`src/sbeh_pkg.sv`:
```
// ----------------------------------------------------------------------------
// sbeh_pkg
// Widths, face codes and divider sideband type for the segment/box edge hit.
// ----------------------------------------------------------------------------
package sbeh_pkg;

    localparam int COORD_BITS = 15;
    localparam int SIZE_W     = 14;
    localparam int OUT_W      = 16;

    // box right / top coordinate
    localparam int EXT_W = ((COORD_BITS > SIZE_W + 1) ? COORD_BITS : SIZE_W + 1) + 1;
    // coordinate differences
    localparam int DIF_W = EXT_W + 1;
    // cross-product terms and their difference
    localparam int PRD_W = 2 * DIF_W;
    localparam int CRS_W = PRD_W + 1;
    // divider: quotient magnitude never exceeds |delta| on a hit
    localparam int QUO_W = COORD_BITS + 1;
    localparam int DVD_W = 2 * DIF_W;
    // final coordinate sum
    localparam int SUM_W = (EXT_W + 1 > OUT_W) ? EXT_W + 1 : OUT_W;

    typedef enum logic [1:0] {
        EDGE_BOTTOM = 2'd0,
        EDGE_TOP    = 2'd1,
        EDGE_LEFT   = 2'd2,
        EDGE_RIGHT  = 2'd3
    } face_t;

    // Travels with each transaction through the divider
    typedef struct packed {
        logic                   hit;
        face_t                  face;
        logic                   horiz;
        logic                   neg;
        logic [COORD_BITS-1:0]  start;
        logic [EXT_W-1:0]       edge_pos;
    } div_side_t;

endpackage

```
`src/sbeh_div.sv`:
```
// ----------------------------------------------------------------------------
// sbeh_div
// Pipelined restoring divider, one quotient bit per stage, with sideband.
// ----------------------------------------------------------------------------
module sbeh_div
(
    input  logic                        clk,
    input  logic                        rst_n,
    input  logic                        in_valid,
    output logic                        in_stall,
    input  logic [sbeh_pkg::DVD_W-1:0]  dividend,
    input  logic [sbeh_pkg::DIF_W-1:0]  divisor,
    input  sbeh_pkg::div_side_t         in_side,
    output logic                        out_valid,
    input  logic                        out_stall,
    output logic [sbeh_pkg::QUO_W-1:0]  quotient,
    output sbeh_pkg::div_side_t         out_side
);
    import sbeh_pkg::*;

    localparam int NSTG = QUO_W;

    logic [NSTG-1:0]    vld_reg;
    logic [NSTG:0]      rdy;
    logic [DVD_W-1:0]   rem_reg  [NSTG];
    logic [QUO_W-1:0]   quo_reg  [NSTG];
    logic [DIF_W-1:0]   dvs_reg  [NSTG];
    div_side_t          side_reg [NSTG];

    // stage k may load when empty or when its successor moves
    always_comb
    begin
        rdy[NSTG] = !out_stall;
        for (int k = NSTG - 1; k >= 0; k--)
        begin
            rdy[k] = !vld_reg[k] || rdy[k+1];
        end
    end

    assign in_stall = !rdy[0];

    for (genvar k = 0; k < NSTG; k++)
    begin : g_stg
        logic [DVD_W-1:0]   rem_in;
        logic [DVD_W-1:0]   rem_next;
        logic [DVD_W-1:0]   shf;
        logic [QUO_W-1:0]   quo_in;
        logic [QUO_W-1:0]   quo_next;
        logic [DIF_W-1:0]   dvs_in;
        div_side_t          side_in;
        logic               vld_in;

        if (k == 0)
        begin : g_head
            assign rem_in  = dividend;
            assign quo_in  = '0;
            assign dvs_in  = divisor;
            assign side_in = in_side;
            assign vld_in  = in_valid;
        end
        else
        begin : g_body
            assign rem_in  = rem_reg[k-1];
            assign quo_in  = quo_reg[k-1];
            assign dvs_in  = dvs_reg[k-1];
            assign side_in = side_reg[k-1];
            assign vld_in  = vld_reg[k-1];
        end

        // one compare-subtract for quotient bit QUO_W-1-k
        always_comb
        begin
            shf      = DVD_W'(dvs_in) << (QUO_W - 1 - k);
            quo_next = quo_in;
            if (rem_in >= shf)
            begin
                rem_next                 = rem_in - shf;
                quo_next[QUO_W - 1 - k]  = 1'b1;
            end
            else
            begin
                rem_next = rem_in;
            end
        end

        always_ff @(posedge clk or negedge rst_n)
        begin
            if (!rst_n)
            begin
                vld_reg[k] <= 1'b0;
            end
            else if (rdy[k])
            begin
                vld_reg[k] <= vld_in;
            end
        end

        always_ff @(posedge clk)
        begin
            if (rdy[k])
            begin
                rem_reg[k]  <= rem_next;
                quo_reg[k]  <= quo_next;
                dvs_reg[k]  <= dvs_in;
                side_reg[k] <= side_in;
            end
        end
    end

    assign out_valid = vld_reg[NSTG-1];
    assign quotient  = quo_reg[NSTG-1];
    assign out_side  = side_reg[NSTG-1];

endmodule

```
`config.mk`:
```
export PLATFORM = sky130hd
export DESIGN_NAME = sbeh_div
export DESIGN_NICKNAME = d
export VERILOG_FILES = /design/src/sbeh_pkg.sv /design/src/sbeh_div.sv
export SDC_FILE = /design/constraint.sdc
export NUM_CORES = 2
export LEC_CHECK = 0
export ABC_CLOCK_PERIOD_IN_PS = 11650
export BUFFER_PORTS_ARGS = -buffer_cell sky130_fd_sc_hd__buf_2
export CORE_ASPECT_RATIO = 0.75
export CORE_MARGIN = 2
export CORE_UTILIZATION = 35
export CTS_BUF_LIST = sky130_fd_sc_hd__clkbuf_2 sky130_fd_sc_hd__clkbuf_4 sky130_fd_sc_hd__clkbuf_8
export DETAILED_ROUTE_END_ITERATION = 8
export SLEW_MARGIN = 20
export SYNTH_ARGS = -nofsm -noshare
export SYNTH_HDL_FRONTEND = slang
export SYNTH_SLANG_ARGS = --single-unit
```
`constraint.sdc`:
```
create_clock -name clk -period 11.65 [get_ports clk]
set_input_delay 0.5825 -clock clk [delete_from_list [all_inputs] [get_ports clk]]
set_output_delay 0.5825 -clock clk [all_outputs]
set_load 0.005 [all_outputs]
```
# [Word-level counts from Yosys, hierarchy flattened]
# Memories as Yosys holds them, arrays and structs flattened.
# Cells that the tools add are included.
[totals] n_memories=4 mem_bits_rw=1648 reg_bits=16
[op_classes] order_cmp=16 muxes=64 n_reduce_logical=34 n_addsub=16
[memory_table] memory="side_reg" words=16 word_bits=36 rd=16 rd_clocked_by_memory_dff=0 write_ports=16 line="sbeh_div.sv:28" source="div_side_t side_reg [NSTG];"
[memory_table] memory="rem_reg" words=16 word_bits=34 rd=15 rd_clocked_by_memory_dff=0 write_ports=16 line="sbeh_div.sv:25" source="logic [DVD_W-1:0] rem_reg [NSTG];"
[memory_table] memory="dvs_reg" words=16 word_bits=17 rd=15 rd_clocked_by_memory_dff=0 write_ports=16 line="sbeh_div.sv:27" source="logic [DIF_W-1:0] dvs_reg [NSTG];"
[memory_table] memory="quo_reg" words=16 word_bits=16 rd=16 rd_clocked_by_memory_dff=0 write_ports=16 line="sbeh_div.sv:26" source="logic [QUO_W-1:0] quo_reg [NSTG];"
[op_table] operator="$mux W34" n=16
[op_table] operator="$mux W1" n=48
[op_table] operator="$ge A34 B17 Y1" n=1
[op_table] operator="$ge A34 B18 Y1" n=1
[op_table] operator="$ge A34 B19 Y1" n=1
[op_table] operator="$ge A34 B20 Y1" n=1
[op_table] operator="$ge A34 B21 Y1" n=1
[op_table] operator="$ge A34 B22 Y1" n=1
[op_table] operator="$ge A34 B23 Y1" n=1
[op_table] operator="$ge A34 B24 Y1" n=1
[op_table] operator="$ge A34 B25 Y1" n=1
[op_table] operator="$ge A34 B26 Y1" n=1
[op_table] operator="$ge A34 B27 Y1" n=1
[op_table] operator="$ge A34 B28 Y1" n=1
[op_table] operator="$ge A34 B29 Y1" n=1
[op_table] operator="$ge A34 B30 Y1" n=1
[op_table] operator="$ge A34 B31 Y1" n=1
[op_table] operator="$ge A34 B32 Y1" n=1
[op_table] operator="$sub A34 B17 Y34" n=1
[op_table] operator="$sub A34 B18 Y34" n=1
[op_table] operator="$sub A34 B19 Y34" n=1
[op_table] operator="$sub A34 B20 Y34" n=1
[op_table] operator="$sub A34 B21 Y34" n=1
[op_table] operator="$sub A34 B22 Y34" n=1
[op_table] operator="12 further kinds" n=44

# [Logic depth before layout (Yosys ltp)]
[depth] word_depth=19 depth_mapped=14 depth_no_buf=13

# [Least setup slack after synthesis]
# No wires, ideal clock.
[synth_timing] path_kind="input to register" from="input port out_stall" to="memory dvs_reg[0][100] (netlist name), enable pin" t_arrival_ps=9975 path_stages=8 slack_ps=1219 cell_sequence="and3_1 > nand3_1 > nor2_1 > nand2_1 > nor2_1 > inv_1 > nor2_1 > nand2_1"
[synth_lines] element="start, declared" line="sbeh_div.sv:15" source="input logic out_stall,"
[synth_lines] element="end, declared" line="sbeh_div.sv:27"

# [Worst setup path after layout]
[layout_timing] from="register vld_reg[15], in the netlist out_valid" to="output port in_stall"
[layout_via] elab_chain_cells=18
[layout_rtl] element="start, declared" line="sbeh_div.sv:23" source="logic [NSTG-1:0] vld_reg;"
[layout_rtl] element="start signal, assigned by index" line="sbeh_div.sv:94" source="vld_reg[k] <= vld_in;"
[layout_rtl] element="$logic_not A1 Y1" line="sbeh_div.sv:36" source="rdy[k] = !vld_reg[k] || rdy[k+1];"
[layout_rtl] element="$logic_or A1 B1 Y1 (4 in a row)" line="sbeh_div.sv:36"
[layout_rtl] element="net rdy[12]" line="sbeh_div.sv:24" source="logic [NSTG:0] rdy;"
[layout_rtl] element="$logic_or A1 B1 Y1" line="sbeh_div.sv:36"
[layout_rtl] element="net rdy[11]" line="sbeh_div.sv:24"
[layout_rtl] element="$logic_or A1 B1 Y1 (10 in a row)" line="sbeh_div.sv:36"
[layout_rtl] element="net rdy[1]" line="sbeh_div.sv:24"
[layout_rtl] element="$logic_or A1 B1 Y1" line="sbeh_div.sv:36"
[layout_rtl] element="$logic_not A1 Y1" line="sbeh_div.sv:40" source="assign in_stall = !rdy[0];"
[layout_rtl] element="end, declared" line="sbeh_div.sv:10" source="output logic in_stall,"
# The timed path passes the listed nets, and every way through them passes these cells.

==> summary.md <==
| Metric | Value |
|---|---|
| Status | `finished, final reports clean` |
| Vias in the first global route | `35,800` |
| Slew headroom | `0.311` |
| TritonCTS clock tree | `yes` |
| Largest family of logic cells by synthesized area | `simple AND/OR/NAND/NOR gates` |
| Switch Pwr | `roughly 0.0057 W` |
| Number of synthesized flops with an enable pin | `between 1,000 and 1,500` |
| DRC | `0` |
| IO Pins | `145` |
| Compound-gate portion of the synthesized area | `0.0815` |
| Max reg flops | `576` |
| Gr usage total | `0.128` |
| CP startpoint kind | `flop` |
| Main synth FF type | `edfxtp_1` |
| Cells after synthesis | `4,450` |
| Clk sinks | `1,493` |
| Clock share of power | `0.235` |
| Initial Utilization | `0.353` |
| Internal power | `0.0123 W` |
| WL final | `about 120,000 um` |
| Post-Synth XOR/XNOR Area | `0.0430` |
| Fraction of registers with async set/reset | `0.0107` |
| Synth-to-layout area growth | `14.3%` |
| Worst-Skew Late Latency | `between 900 and 1000 ps` |
| Port bufs | `144` |
| RSZ-0062 raised after global routing | `no` |
| Average wire per cell in the routed design | `about 16 um` |
| Post-Synth Simple-Gate Area | `0.0832` |
| Reg2reg start | `out_valid$_DFFE_PN0P_` |
| Initial antenna violation count | `4` |
| Largest net degree at the start of global routing | `88` |
| Logic pwr share | `0.293` |
| Tmin final | `between 5000 and 6000 ps` |
| Critical path peak fanout | `42` |
| Final #Nets | `5,244` |
| Post-synth cell types | `81` |
| Clock transition at the registers of the reported paths | `~60 ps` |
| Hpwl dp | `around 84,000 um` |
| Syn Area/Cell | `14.3 um^2` |
| Period Utilization, post-route | `0.499` |
| Syn Std Cell Area | `~64,000 um^2` |
| Worst path arrival time | `~5200 ps` |
| Crit path capture type | `output pin` |
| Die X | `497 um` |
| Share of layout cells above drive strength 1 | `0.125` |
| Flop pwr share | `0.472` |
| DP Area | `67,600 um^2` |
| Reg2reg path depth | `10` |
| Crit path kind | `flop to output pin` |
| Site row count | `135` |
| Cell Pwr Density | `roughly 250 nW/um^2` |
| DIE AREA | `approximately 190,000 um^2` |
| Grt total ovfl | `0` |
| Number of max-slew violations in the final report | `0` |
| Switching share of power | `0.316` |
| Gpl congestion | `0.916` |
| TNS Setup | `0 ps` |
| Lkg Pwr | `27.8 nW` |
| Routed Antenna Nets | `0` |
| Synth Area in Adders | `0.0580` |
| Final setup vio count | `0` |
| Syn_nets | `4,828` |
| Fillers | `16,500` |
| Crit path from | `out_valid$_DFFE_PN0P_` |
| Clk_skew | `58.6 ps` |
| Worst r2r dst | `side_reg[0][4]$_DFFE_PP_` |
| TritonCTS Buffers | `~210` |
| Reg2reg setup slack | `6230 ps` |
| Post-synthesis sequential area ratio | `0.701` |
| Max cap viols | `0` |
| Area of the core | `181,000 um^2` |
| Number of synthesized register bits | `1,493` |
| IR drop worst, VDD | `0.0998 mV` |
| Via/cell ratio | `4.70` |
| Worst hold path type | `input pin to async pin` |
| Final Hold Fails | `0` |
| Yosys warnings | `0` |
| Design Area, Final | `73,000 um^2` |
| Starting DRT DRC Count | `2,001` |
| Drt pass-1 iters | `6` |
| Critical Path RT | `11,070 ps` |
| Post-CTS setup repair buffer count | `0` |
| Clk root buf | `clkbuf_8` |
| H-tree level count | `4` |
| Post-synthesis mux area share | `0.00837` |
| Worst setup path end | `in_stall` |
| Die height | `about 370 um` |
| Slew @ Worst Pin | `between 1000 and 1500 ps` |
| Max Fclk | `0.172 GHz` |
| First-pass GRT wire length | `191,000 um` |
| Vias | `around 35,000` |
| Clk buf depth | `3` |
cell families after synthesis:
logic type,Yosys count
buffers and inverters,414
multiplexers,48
AO/OA/AOI/OAI,830
adder cells (fa/ha/maj),287
AND/OR/NAND/NOR,1065
XOR/XNOR,313
flip-flops,1493
Yosys cell counts, types with 10 or more instances:
master | number | area, um^2
edfxtp_1 | 1477 | 44400
inv_1 | 351 | 1320
nor2_1 | 277 | 1040
ha_1 | 272 | 3400
nand2_1 | 272 | 1020
o21ai_0 | 241 | 1210
a21oi_1 | 230 | 1150
xor2_1 | 177 | 1550
xnor2_1 | 136 | 1190
nor3_1 | 88 | 440
a21o_1 | 86 | 646
nand2b_1 | 64 | 400
nor4_1 | 55 | 344
clkbuf_1 | 54 | 203
o21a_1 | 52 | 390
nand3_1 | 51 | 255
mux2_2 | 43 | 484
nand4_1 | 42 | 263
nor2b_1 | 41 | 257
or3_1 | 38 | 238
o21bai_1 | 26 | 195
or4_1 | 25 | 188
a211oi_1 | 23 | 173
o31a_1 | 23 | 201
a31oi_1 | 20 | 125
and3_1 | 20 | 125
o31ai_1 | 20 | 150
or2_2 | 19 | 119
dfrtp_1 | 16 | 400
fa_1 | 15 | 300
and2_1 | 12 | 75.1
o211ai_1 | 12 | 90.1
nand4b_1 | 11 | 96.3
a21boi_0 | 10 | 75.1
nand3b_1 | 10 | 75.1
stage by stage:
step                cells  total power (W)  hold slack (ps)  utilization  setup WS [ps]
floorplan            4450           0.0124              287            -           1220
global placement     6959           0.0136              402        0.374           5770
detailed placement   6959           0.0138              405        0.374           5730
CTS                  7443           0.0181             23.8        0.403           5430
global route         7445           0.0192             84.0        0.403           5300
finish               7447           0.0179              128        0.403           5840
cells in the final DEF (no fill, tap or decap), types with 20 or more instances in the layout:
cell type      instances
a211oi_1              23
a21o_1                86
a21oi_1              230
and3_1                20
buf_2                144
buf_4                 28
clkbuf_4              75
clkbuf_8             217
clkinv_1              47
clkinv_2              35
dlygate4sd3_1         88
edfxtp_1            1477
ha_1                 272
inv_1                344
mux2_2                43
nand2_1              266
nand2b_1              64
nand3_1               48
nand4_1               42
nor2_1               276
nor2b_1               41
nor3_1                87
nor4_1                55
o21a_1                52
o21ai_0              241
o21bai_1              26
o31a_1                22
o31ai_1               20
or3_1                 38
or4_1                 25
xnor2_1              136
xor2_1               177
area by class of cell:
| type | instances | area, um^2 | share of cell area |
|---|---|---|---|
| repair buffers | 261 | 1820 | 0.0250 |
| diodes | 4 | 10.0 | 0.000137 |
| clock inverters | 104 | 882 | 0.0121 |
| inverters | 353 | 1340 | 0.0183 |
| clock buffers | 292 | 3550 | 0.0487 |
| flip-flops and latches | 1493 | 44800 | 0.613 |
| well taps | 2397 | 3000 | 0.0411 |
| multi-input cells | 2543 | 17600 | 0.241 |
critical path, stage by stage, from the launching register on:
cell     delay (ps)
dfrtp_1         390
and3_1          350
nand3_4         570
nor2_1          580
inv_4           340
nor3_1          640
and2_1          410
nand3_4         390
nor2_1          380
buf_2           230
timing repair:
item | 4_1_cts | 5_1_grt
hold buffers | 88 | 0
endpoints found under the hold margin | 103 | 0
resized for setup | 0 | 0
per-layer routing:
| layer | GRT usage | share of wire | vias up | routed length (um) |
|---|---|---|---|---|
| li1 | - | - | 17500 | - |
| met1 | 0.165 | 0.46 | 16500 | 54000 |
| met2 | 0.213 | 0.47 | 776 | 55700 |
| met3 | 0.0251 | 0.042 | 258 | 5010 |
| met4 | 0.0510 | 0.031 | 0 | 3640 |
| met5 | 0 | 0 | - | 0 |
worst min path at each step:
stage | startpoint | to
after global placement | side_reg[1][76]$_DFFE_PP_ | side_reg[1][112]$_DFFE_PP_
after floorplan | rst_n | g_stg[10].vld_in$_DFFE_PN0P_
final | rst_n | out_valid$_DFFE_PN0P_
after detailed placement | quo_reg[0][75]$_DFFE_PP_ | quo_reg[0][91]$_DFFE_PP_
after CTS | rst_n | g_stg[12].vld_in$_DFFE_PN0P_
after global routing | dividend[16] | rem_reg[0][16]$_DFFE_PP_
power groups by stage:
stage               sequential (W)  clock [W]  combinational, W
global route               0.00861    0.00463           0.00594
finish                     0.00845    0.00422           0.00525
global placement           0.00854          0           0.00506
detailed placement         0.00856          0           0.00519
floorplan                  0.00829          0           0.00408
CTS                        0.00846    0.00440           0.00524
Power figures use the tool's default switching activity.
